## src/hdl/alpha_weighted_mipmap_downsample_defines.svh

```systemverilog
// Assertion macros shared by the mipmap downsample block.
// Expects a clock named clk and an active-high reset named rst in scope.
`ifndef ALPHA_WEIGHTED_MIPMAP_DOWNSAMPLE_DEFINES_SVH
`define ALPHA_WEIGHTED_MIPMAP_DOWNSAMPLE_DEFINES_SVH

// Same-cycle implication, checked outside reset
`define AWMD_ASSERT_SAME(label, ante, cons, msg) \
  label: assert property (@(posedge clk) disable iff (rst) (ante) |-> (cons)) \
    else $error(msg);

// Next-cycle implication, checked outside reset
`define AWMD_ASSERT_NEXT(label, ante, cons, msg) \
  label: assert property (@(posedge clk) disable iff (rst) (ante) |=> (cons)) \
    else $error(msg);

`endif

```

## src/hdl/awmd_pkg.sv

```systemverilog
// Types and constants for the alpha-weighted mipmap downsample block.
// No dependencies; used by the lane, merge and top-level modules.
package awmd_pkg;

  localparam int NUM_PIX   = 4;   // pixels in one quad
  localparam int NUM_LANES = 3;   // colour channels with their own lane
  localparam int BYTE_W    = 8;
  localparam int PIX_W     = 32;
  localparam int PROD_W    = 2 * BYTE_W;   // colour times alpha
  localparam int ACC_W     = PROD_W + 2;   // sum of four products
  localparam int ASUM_W    = BYTE_W + 2;   // sum of four bytes
  localparam int QUOT_W    = BYTE_W;       // weighted average fits a byte
  localparam int DIV_FIRST = 2;            // first divider stage
  localparam int NSTAGE    = DIV_FIRST + QUOT_W;

  typedef enum logic [1:0] {
    MODE_RGBA  = 2'd0,
    MODE_LA    = 2'd1,
    MODE_LUM   = 2'd2,
    MODE_ALPHA = 2'd3
  } mode_t;

endpackage

```

## src/hdl/awmd_lane.sv

```systemverilog
// One colour lane: alpha-weighted sum and restoring divide, one quotient bit per stage.
// Depends on awmd_pkg; stage enables come from the top-level pipeline control.
module awmd_lane (
  input  logic                                           clk,
  input  logic [awmd_pkg::NSTAGE-1:0]                    en,
  input  logic [awmd_pkg::NUM_PIX-1:0][awmd_pkg::BYTE_W-1:0] colour,
  input  logic [awmd_pkg::NUM_PIX-1:0][awmd_pkg::BYTE_W-1:0] alpha,
  input  logic [awmd_pkg::ASUM_W-1:0]                    asum,
  output logic [awmd_pkg::QUOT_W-1:0]                    quot
);
  import awmd_pkg::*;

  logic [PROD_W-1:0] prod [NUM_PIX];
  logic [ASUM_W-1:0] dsor [NSTAGE-1];
  logic [ACC_W-1:0]  rem  [QUOT_W+1];
  logic [QUOT_W-1:0] quo  [QUOT_W];

  // Stage 0: four colour-by-alpha products
  always_ff @(posedge clk) begin
    if (en[0]) begin
      for (int k = 0; k < NUM_PIX; k++) begin
        prod[k] <= colour[k] * alpha[k];
      end
      dsor[0] <= asum;
    end
  end

  // Stage 1: sum of the products is the dividend
  always_ff @(posedge clk) begin
    if (en[1]) begin
      rem[0]  <= ACC_W'(prod[0]) + ACC_W'(prod[1]) + ACC_W'(prod[2]) + ACC_W'(prod[3]);
      dsor[1] <= dsor[0];
    end
  end

  // Divider stages, most significant quotient bit first
  for (genvar j = 0; j < QUOT_W; j++) begin : g_step
    localparam int BIT = QUOT_W - 1 - j;
    logic [ACC_W:0]    shifted;
    logic [ACC_W:0]    trial;
    logic [QUOT_W-1:0] quo_prev;

    assign shifted  = (ACC_W + 1)'(dsor[1 + j]) << BIT;
    assign trial    = {1'b0, rem[j]} - shifted;
    if (j == 0) begin : g_first
      assign quo_prev = '0;
    end else begin : g_rest
      assign quo_prev = quo[j - 1];
    end

    always_ff @(posedge clk) begin
      if (en[DIV_FIRST + j]) begin
        if (!trial[ACC_W]) begin
          rem[j + 1] <= trial[ACC_W-1:0];
          quo[j]     <= quo_prev | (QUOT_W'(1) << BIT);
        end else begin
          rem[j + 1] <= rem[j];
          quo[j]     <= quo_prev;
        end
      end
    end

    if (j < QUOT_W - 1) begin : g_fwd
      always_ff @(posedge clk) begin
        if (en[DIV_FIRST + j]) begin
          dsor[2 + j] <= dsor[1 + j];
        end
      end
    end
  end

  assign quot = quo[QUOT_W-1];

endmodule

```

## src/hdl/awmd_merge.sv

```systemverilog
// Merge of lane quotients, alpha sum and plain average into one output pixel.
// Depends on awmd_pkg for the mode codes and widths.
module awmd_merge (
  input  awmd_pkg::mode_t                                   mode,
  input  logic [awmd_pkg::ASUM_W-1:0]                       asum,
  input  logic [awmd_pkg::BYTE_W-1:0]                       avg,
  input  logic [awmd_pkg::NUM_LANES-1:0][awmd_pkg::QUOT_W-1:0] quot,
  output logic [awmd_pkg::PIX_W-1:0]                        pixel
);
  import awmd_pkg::*;

  logic [BYTE_W-1:0] alpha_out;

  assign alpha_out = asum[ASUM_W-1:2];

  // Pick the bytes the mode uses; in RGBA and LA modes a zero alpha sum clears the pixel
  always_comb begin
    pixel = '0;
    case (mode)
      MODE_RGBA: begin
        if (asum != '0) begin
          pixel = {alpha_out, quot[2], quot[1], quot[0]};
        end
      end
      MODE_LA: begin
        if (asum != '0) begin
          pixel = {16'h0000, alpha_out, quot[0]};
        end
      end
      MODE_LUM, MODE_ALPHA: begin
        pixel = {24'h000000, avg};
      end
      default: pixel = '0;
    endcase
  end

endmodule

```

## src/hdl/alpha_weighted_mipmap_downsample.sv

```systemverilog
// Top level of the alpha-weighted 2x2 mipmap downsample filter.
// Depends on awmd_pkg, awmd_lane, awmd_merge and the assertion macro header.

// Takes one 2x2 quad per beat and returns one half-resolution pixel per beat. A
// new quad is accepted every cycle unless every stage and the output are full
// with the output stalled; each quad passes, from acceptance to its result
// appearing on the output, through the colour-by-alpha multiplies, the product
// sum, the restoring divider (one quotient bit per stage) and the output register.
// Three colour lanes run side by side and a merge stage assembles the pixel by
// channel_mode. Stalls on the output fill any bubbles before input is held off.
`include "alpha_weighted_mipmap_downsample_defines.svh"

module alpha_weighted_mipmap_downsample (
  input  logic                           clk,
  input  logic                           rst,
  // configuration: channel_mode
  input  logic                           cfg_we,
  input  logic [1:0]                     cfg_wdata,
  // input quad
  input  logic                           s_axis_tvalid,
  output logic                           s_axis_tready,
  // [31:0] pixel_top_left, [63:32] pixel_top_right,
  // [95:64] pixel_bottom_left, [127:96] pixel_bottom_right
  input  logic [4*awmd_pkg::PIX_W-1:0]   s_axis_tdata,
  // output pixel
  output logic                           m_axis_tvalid,
  input  logic                           m_axis_tready,
  // [31:0] pixel_out
  output logic [awmd_pkg::PIX_W-1:0]     m_axis_tdata
);
  import awmd_pkg::*;

  localparam int LAST = NSTAGE - 1;

  mode_t                                channel_mode;
  logic [NUM_PIX-1:0][PIX_W-1:0]        px;
  logic [NUM_PIX-1:0][BYTE_W-1:0]       alpha_bytes;
  logic [ASUM_W-1:0]                    asum_in;
  logic [ASUM_W-1:0]                    lum_sum;
  logic [NSTAGE-1:0]                    valid;
  logic [NSTAGE:0]                      ready;
  logic [NSTAGE-1:0]                    en;
  mode_t                                mode_p [NSTAGE];
  logic [ASUM_W-1:0]                    asum_p [NSTAGE];
  logic [BYTE_W-1:0]                    avg_p  [NSTAGE];
  logic [NUM_LANES-1:0][QUOT_W-1:0]     quot;
  logic [PIX_W-1:0]                     pixel_next;

  // Configuration register
  always_ff @(posedge clk) begin
    if (rst) begin
      channel_mode <= MODE_RGBA;
    end else if (cfg_we) begin
      channel_mode <= mode_t'(cfg_wdata);
    end
  end

  // Input unpacking, alpha selection and the two byte sums
  assign px = s_axis_tdata;

  always_comb begin
    for (int k = 0; k < NUM_PIX; k++) begin
      alpha_bytes[k] = (channel_mode == MODE_LA) ? px[k][15:8] : px[k][31:24];
    end
    asum_in = ASUM_W'(alpha_bytes[0]) + ASUM_W'(alpha_bytes[1])
            + ASUM_W'(alpha_bytes[2]) + ASUM_W'(alpha_bytes[3]);
    lum_sum = ASUM_W'(px[0][7:0]) + ASUM_W'(px[1][7:0])
            + ASUM_W'(px[2][7:0]) + ASUM_W'(px[3][7:0]);
  end

  // Per-stage ready: a stage can take a beat if empty or its successor moves
  always_comb begin
    ready[NSTAGE] = !m_axis_tvalid || m_axis_tready;
    for (int s = NSTAGE - 1; s >= 0; s--) begin
      ready[s] = !valid[s] || ready[s + 1];
    end
    en[0] = ready[0] && s_axis_tvalid;
    for (int s = 1; s < NSTAGE; s++) begin
      en[s] = ready[s] && valid[s - 1];
    end
  end

  assign s_axis_tready = ready[0];

  // Stage valid bits
  always_ff @(posedge clk) begin
    if (rst) begin
      valid <= '0;
    end else begin
      if (ready[0]) begin
        valid[0] <= s_axis_tvalid;
      end
      for (int s = 1; s < NSTAGE; s++) begin
        if (ready[s]) begin
          valid[s] <= valid[s - 1];
        end
      end
    end
  end

  // Sideband carried alongside the lanes
  always_ff @(posedge clk) begin
    if (en[0]) begin
      mode_p[0] <= channel_mode;
      asum_p[0] <= asum_in;
      avg_p[0]  <= lum_sum[ASUM_W-1:2];
    end
    for (int s = 1; s < NSTAGE; s++) begin
      if (en[s]) begin
        mode_p[s] <= mode_p[s - 1];
        asum_p[s] <= asum_p[s - 1];
        avg_p[s]  <= avg_p[s - 1];
      end
    end
  end

  // Colour lanes
  for (genvar l = 0; l < NUM_LANES; l++) begin : g_lane
    logic [NUM_PIX-1:0][BYTE_W-1:0] colour;

    always_comb begin
      for (int k = 0; k < NUM_PIX; k++) begin
        colour[k] = px[k][BYTE_W*l +: BYTE_W];
      end
    end

    awmd_lane u_lane (
      .clk    (clk),
      .en     (en),
      .colour (colour),
      .alpha  (alpha_bytes),
      .asum   (asum_in),
      .quot   (quot[l])
    );
  end

  awmd_merge u_merge (
    .mode  (mode_p[LAST]),
    .asum  (asum_p[LAST]),
    .avg   (avg_p[LAST]),
    .quot  (quot),
    .pixel (pixel_next)
  );

  // Output register
  always_ff @(posedge clk) begin
    if (rst) begin
      m_axis_tvalid <= 1'b0;
    end else if (ready[NSTAGE]) begin
      m_axis_tvalid <= valid[LAST];
    end
  end

  always_ff @(posedge clk) begin
    if (ready[NSTAGE] && valid[LAST]) begin
      m_axis_tdata <= pixel_next;
    end
  end

  // Input is held off only when every stage and the output are full and the output is stalled
  `AWMD_ASSERT_SAME(a_stall_only_when_full, !s_axis_tready,
    (&valid) && m_axis_tvalid && !m_axis_tready, "input stalled with room in pipeline")
  // An accepted quad occupies the first stage next cycle
  `AWMD_ASSERT_NEXT(a_accept_fills_first, s_axis_tvalid && s_axis_tready,
    valid[0], "accepted beat lost at first stage")
  // A finished quad moves into the output register when it is free
  `AWMD_ASSERT_NEXT(a_last_to_output, valid[LAST] && ready[NSTAGE],
    m_axis_tvalid, "finished beat lost before output")

endmodule
```

## config.mk

```make
export PLATFORM = sky130hd
export DESIGN_NAME = alpha_weighted_mipmap_downsample
export DESIGN_NICKNAME = d
export VERILOG_FILES = /design/src/hdl/awmd_pkg.sv /design/src/hdl/awmd_lane.sv /design/src/hdl/awmd_merge.sv /design/src/hdl/alpha_weighted_mipmap_downsample.sv
export VERILOG_INCLUDE_DIRS = /design/src /design/src/hdl
export SDC_FILE = /design/constraint.sdc
export NUM_CORES = 2
export LEC_CHECK = 0
export ABC_AREA = 1
export BUFFER_PORTS_ARGS = -buffer_cell sky130_fd_sc_hd__buf_4
export CAP_MARGIN = 20
export CELL_PAD_IN_SITES_DETAIL_PLACEMENT = 0
export CELL_PAD_IN_SITES_GLOBAL_PLACEMENT = 1
export CORE_ASPECT_RATIO = 1.5
export CORE_MARGIN = 2
export CORE_UTILIZATION = 40
export DETAILED_ROUTE_END_ITERATION = 10
export GPL_TIMING_DRIVEN = 0
export HOLD_SLACK_MARGIN = 0.02
export PLACE_DENSITY_LB_ADDON = 0.1
export SLEW_MARGIN = 20
export SYNTH_ARGS = -nofsm -noshare
export SYNTH_HDL_FRONTEND = slang
export SYNTH_HIERARCHICAL = 1
export SYNTH_SLANG_ARGS = --single-unit
```

## constraint.sdc

```tcl
create_clock -name clk -period 20.2 [get_ports clk]
set_clock_uncertainty 0.05 [all_clocks]
set_input_delay 2.02 -clock clk [delete_from_list [all_inputs] [get_ports clk]]
set_output_delay 2.02 -clock clk [all_outputs]
set_load 0.01 [all_outputs]
```

# Word level (Yosys, flattened, before mapping)
# Memories as Yosys holds them, arrays and structs flattened.
# Cells that the tools add are included.
# totals
word_cells	386
input_bits	135
romBits	0
ramBits	1340
register_bits	45
mem_count	15
latchBits	0
# classes
eq_ne	4
mux	219
order_cmp	0
n_div	0
n_addsub	39
reduce_logical	36
mul	12
bitwise_logic	48
shift	0
# mem_list
memory	depth	word_bits	rd	rd_ports_with_merged_regs	wr	line	text
g_lane[0].u_lane.rem	9	18	8	0	9	awmd_lane.sv:15	logic [ACC_W-1:0] rem [QUOT_W+1];
g_lane[1].u_lane.rem	9	18	8	0	9	awmd_lane.sv:15	
g_lane[2].u_lane.rem	9	18	8	0	9	awmd_lane.sv:15	
asum_p	10	10	10	0	10	alpha_weighted_mipmap_downsample.sv:44	logic [ASUM_W-1:0] asum_p [NSTAGE];
g_lane[0].u_lane.dsor	9	10	9	0	9	awmd_lane.sv:14	logic [ASUM_W-1:0] dsor [NSTAGE-1];
g_lane[1].u_lane.dsor	9	10	9	0	9	awmd_lane.sv:14	
9 more memories	-	-	-	-	-	-	
# ops
cell	n
$mux 18	24
$mux 8	28
$mul 8x8->16	12
$mux 1	164
$add 18x16->18	6
$pmux 32 s3	1
$sub 18x10->19	3
$sub 18x11->19	3
$sub 18x12->19	3
$sub 18x13->19	3
$sub 18x14->19	3
$sub 18x15->19	3
$sub 18x16->19	3
$sub 18x17->19	3
$add 16x16->17	3
$or 1x1->1	48
$mux 32	1
$add 10x8->10	2
$add 9x8->10	2
$add 8x8->9	2
$mux 16	1
$logic_and 1x1->1	11
$logic_not 1->1	11
$logic_or 1x1->1	11
5 further kinds	7

# Longest topological paths before layout
# logic_depth
word_depth	15
ltp_mapped	25

# Modules after synthesis
# Netlist, hierarchy kept.
# modules_own_cells
module	seq_area_each_um2	cells_each	instances	area_per_inst_um2
awmd_lane at g_lane[0].u_lane	10029.6	3104	1	27032.2
awmd_lane at g_lane[2].u_lane	10029.6	3111	1	26988.4
awmd_lane at g_lane[1].u_lane	10029.6	3037	1	26675.6
alpha_weighted_mipmap_downsample	7226.9	554	1	9439.1
awmd_merge	0.0	113	1	553.0

# Least setup slack after synthesis
# No wires, ideal clock.
# synth_path
path_type	input-to-reg
startpoint	input m_axis_tready
endpoint	memory asum_p[0][0] (netlist name) (enable)
t_arrival_ns	7.161
cell_stages	8
path_slack_ns	12.395
path_buffers	0
cell_sequence	inv_1 > nand4_2 > nor2_4 > nand4_4 > nor2_8 > nand4_4 > nand2_1 > inv_1
# synth_rtl
element	line	text
start: declaration	alpha_weighted_mipmap_downsample.sv:27	input logic m_axis_tready,
end: declaration	alpha_weighted_mipmap_downsample.sv:44	

==> impl_metrics.xml <==
<?xml version="1.0" encoding="UTF-8"?>
<metrics>
  <group name="run_status">
    <metric name="status" unit="">finished clean</metric>
  </group>
  <group name="worst_setup_path">
    <metric name="crit_arrival" unit="ps">7210</metric>
    <metric name="critPathMaxStageDelay" unit="ps">790</metric>
    <metric name="worst_setup_path_end_kind" unit="">register</metric>
    <metric name="start_kind" unit="">primary input</metric>
    <metric name="cp_cell_sequence" unit="">buf_4, o21ai_0, inv_1, clkbuf_1, nand2_1, inv_1, fa_1, inv_1, fa_1, fa_1, fa_1, inv_1, ha_1, nand2_1, o21ai_0, nand2_1, nand2_1, xor2_1</metric>
    <metric name="crit_slowest_cell" unit="">o21ai_0</metric>
    <metric name="worst_ep_required_time" unit="ps">20590</metric>
    <metric name="crit_path_category" unit="">in -&gt; reg</metric>
    <metric name="critical_path_peak_fanout" unit="">8</metric>
  </group>
  <group name="global_route">
    <metric name="grt_overflow" unit="">0</metric>
    <metric name="grt_pass1_wl" unit="um">364000</metric>
    <metric name="vias_in_the_first_global_route" unit="">65400</metric>
    <metric name="grt_start_max_net_pins" unit="">88</metric>
    <metric name="grt_antenna_before_repair" unit="">15</metric>
    <metric name="gr-usage-all-layers" unit="%">20.4</metric>
  </group>
  <group name="power_and_ir_drop">
    <metric name="p_leak" unit="nW">49.7</metric>
    <metric name="clockPowerShare" unit="%">18.2</metric>
    <metric name="switching_share" unit="%">42.7</metric>
    <metric name="share_comb_of_total_power" unit="%">52.0</metric>
    <metric name="pwr-share-seq" unit="%">29.8</metric>
    <metric name="p_per_area" unit="nW/um2">126</metric>
    <metric name="power.net_switching" unit="mW">5.38</metric>
    <metric name="irDropWorstVdd" unit="uV">155</metric>
    <metric name="cell_internal_pwr" unit="mW">7.23</metric>
  </group>
  <group name="synth">
    <metric name="synth_largest_area_cell" unit="">edfxtp_1</metric>
    <metric name="synth.cell_area" unit="um2">90700</metric>
    <metric name="avg_inst_size_synth" unit="um2">9.14</metric>
    <metric name="ys_warn_count" unit="">6</metric>
    <metric name="ys_seq_area_share" unit="%">41.1</metric>
    <metric name="synth-main-ff-cell" unit="">edfxtp_1</metric>
    <metric name="synth.top_cells.by_count" unit="">2649 x nand2_1, 2234 x inv_1, 1234 x edfxtp_1</metric>
    <metric name="synth_enable_flop_cells" unit="">1234</metric>
    <metric name="async_flop_share" unit="%">0</metric>
    <metric name="syn_nets" unit="">11400</metric>
    <metric name="syn-instance-count" unit="">9919</metric>
    <metric name="netlist.area_leader.share" unit="%">40.9</metric>
    <metric name="synthTopCellsByArea" unit="">edfxtp_1 41%, fa_1 13%, nand2_1 11%</metric>
    <metric name="yosysMostFrequentCell" unit="">nand2_1</metric>
    <metric name="yosys_register_bits" unit="">1247</metric>
    <metric name="yosysUniqueCellTypes" unit="">57</metric>
  </group>
  <group name="die">
    <metric name="num_rows" unit="">214</metric>
    <metric name="die_h" unit="um">587</metric>
    <metric name="die_width" unit="um">393</metric>
    <metric name="initial_core_util" unit="%">40.1</metric>
    <metric name="fp.dieArea" unit="um2">231000</metric>
    <metric name="core_area" unit="um2">226000</metric>
    <metric name="design.portCount" unit="">169</metric>
  </group>
  <group name="sta">
    <metric name="worst_slack" unit="ps">13380</metric>
    <metric name="transition_time_at_the_pin_with_the_least_slew_margin" unit="ps">1080</metric>
    <metric name="period_utilisation_layout" unit="%">33.8</metric>
    <metric name="final.setup.tns" unit="ps">0</metric>
    <metric name="max_freq" unit="MHz">147</metric>
    <metric name="timing.max_slew.rel_slack" unit="%">27.9</metric>
    <metric name="unrepaired_setup_endpoints_after_global_routing" unit="">false</metric>
    <metric name="finalSetupViolCount" unit="">0</metric>
    <metric name="timing.final.crit_period" unit="ps">6820</metric>
    <metric name="hold-worst-slack" unit="ps">330</metric>
    <metric name="hold_viol_final" unit="">0</metric>
    <metric name="final_max_slew_viol_count" unit="">0</metric>
  </group>
  <group name="final_layout">
    <metric name="layout.cells.non_filler" unit="">13300</metric>
    <metric name="fraction_of_layout_instances_using_a_drive_strength_above_1" unit="%">6.59</metric>
    <metric name="area_growth_syn_to_fin" unit="%">10.4</metric>
    <metric name="layout.nets" unit="">11700</metric>
  </group>
  <group name="run">
    <metric name="maxCapViolCount" unit="">0</metric>
  </group>
  <group name="clock_network">
    <metric name="cts_buffers" unit="">119</metric>
    <metric name="cts_htree_levels" unit="">3</metric>
    <metric name="clkLatencyLatePin" unit="ps">750</metric>
    <metric name="clockBufferDepth" unit="">3</metric>
    <metric name="clock_sink_count" unit="">1247</metric>
    <metric name="cts_setup_buffers" unit="">0</metric>
    <metric name="cts_repair_resize_count" unit="">0</metric>
    <metric name="ctsRootBufferMaster" unit="">clkbuf_16</metric>
    <metric name="post_cts_hold_fix_bufs" unit="">0</metric>
    <metric name="clk_pin_slew" unit="ps">60</metric>
    <metric name="cts_tree" unit="">done</metric>
  </group>
  <group name="route">
    <metric name="vias_per_cell" unit="">4.67</metric>
    <metric name="dr.first_iter.drc_count" unit="">2663</metric>
    <metric name="detail_route.drc_violations" unit="">0</metric>
    <metric name="wire_per_inst" unit="um">17.4</metric>
    <metric name="final_antenna_net_count" unit="">0</metric>
    <metric name="num_vias" unit="">62200</metric>
    <metric name="drt-pass1-iter-count" unit="">5</metric>
    <metric name="sum_of_routed_wire_length_over_all_layers" unit="um">232000</metric>
  </group>
  <group name="placed_design">
    <metric name="post-place-ws" unit="ps">12660</metric>
    <metric name="post-dp-hpwl" unit="um">196000</metric>
    <metric name="dp.cells" unit="">13100</metric>
    <metric name="io_buffer_count" unit="">136</metric>
    <metric name="place.gp.congestion" unit="">0.903</metric>
  </group>
  <group name="hold_path">
    <metric name="holdCritPathClass" unit="">reg -&gt; reg</metric>
  </group>
</metrics>
## power groups by stage
stage	Clock, mW	Combinational (mW)	Sequential, mW
3_3_place_gp	0	6.60	3.83
5_1_grt	2.48	7.55	3.78
3_5_place_dp	0	6.62	3.82
2_1_floorplan	0	4.74	3.70
6_report	2.30	6.56	3.76
4_1_cts	2.38	6.67	3.77
## through the flow
step | area (um2) | power (mW) | util (%)
floorplan | 90700 | 8.44 | -
global placement | 95500 | 10.4 | 42.3
detailed placement | 96100 | 10.4 | 42.5
CTS | 100000 | 12.8 | 44.3
global route | 100000 | 13.8 | 44.3
finish | 100000 | 12.6 | 44.3
## layer usage
metal | global-route usage (%) | routed length (um) | share of wire [%]
met1 | 21.9 | 87000 | 37
met2 | 39.4 | 127000 | 55
met3 | 2.00 | 6170 | 2.7
met4 | 9.48 | 12300 | 5.3
met5 | 0 | 51 | 0.022
## flip-flops by register name (all words and copies together) (netlist names)
register	count
g_lane.u_lane/rem	432
g_lane.u_lane/dsor	270
g_lane.u_lane/prod	192
g_lane.u_lane/quo	108
asum_p	100
avg_p	80
m_axis_tdata	32
mode_p	20
valid	10
channel_mode	2
m_axis_tvalid	1
## final cells by class
class / count / area (um2)
fill: 22200 / 126000
multi-input combinational: 6154 / 43700
sequential: 1247 / 37300
inverter: 2262 / 8560
tap: 3024 / 3780
clock buffer: 134 / 3030
timing repair buffer: 159 / 1550
buffer: 256 / 1220
clock inverter: 85 / 1010
antenna: 2 / 5.00
## logic make-up after synthesis
group,count (synthesis),share of synthesized area [%]
and+or+nand+nor,3835,17.7
muxes,23,0.286
buffers and inverters,2518,10.7
AOI/OAI and AO/OA,684,4.36
adders and majority gates,1317,23.0
DFF,1247,41.1
xor gates and xnor gates,295,2.85
## layout by cell type (no fill, tap or decap), drive strengths merged, types with 23 or more instances in the layout
cell type and n:
nor2 490, o21bai 25, fa 581, o21ai 249, xnor2 114, nand3b 33
nand2 2702, nand3 422, clkinv 51, mux2 23, buf 208, nand4 126
nor3 41, xor2 181, inv 2267, clkbuf 341, a21oi 360, ha 736
edfxtp 1234
## critical path: cells and delay by family
family                   cells  cell delay, ps
AO/OA/AOI/OAI                2            1200
XOR/XNOR                     1             410
adder cells (fa/ha/maj)      5            2170
buffers and inverters        6            1030
AND/OR/NAND/NOR              4             380
## final timing paths
path / startpoint / endpoint / slack [ps] / cells past startpoint
hold reg to reg: g_lane[2].u_lane/rem[0][6]$_DFFE_PP_ / g_lane[2].u_lane/rem[1][6]$_DFFE_PP_ / 330 / 0
setup / recovery: s_axis_tdata[107] / g_lane[0].u_lane/prod[3][9]$_DFFE_PP_ / 13380 / 18
hold / removal: g_lane[2].u_lane/rem[0][6]$_DFFE_PP_ / g_lane[2].u_lane/rem[1][6]$_DFFE_PP_ / 330 / 0
setup reg to reg: channel_mode[0]$_SDFFE_PP0P_ / g_lane[0].u_lane/prod[3][9]$_DFFE_PP_ / 13760 / 19
Power figures use the tool's default switching activity.
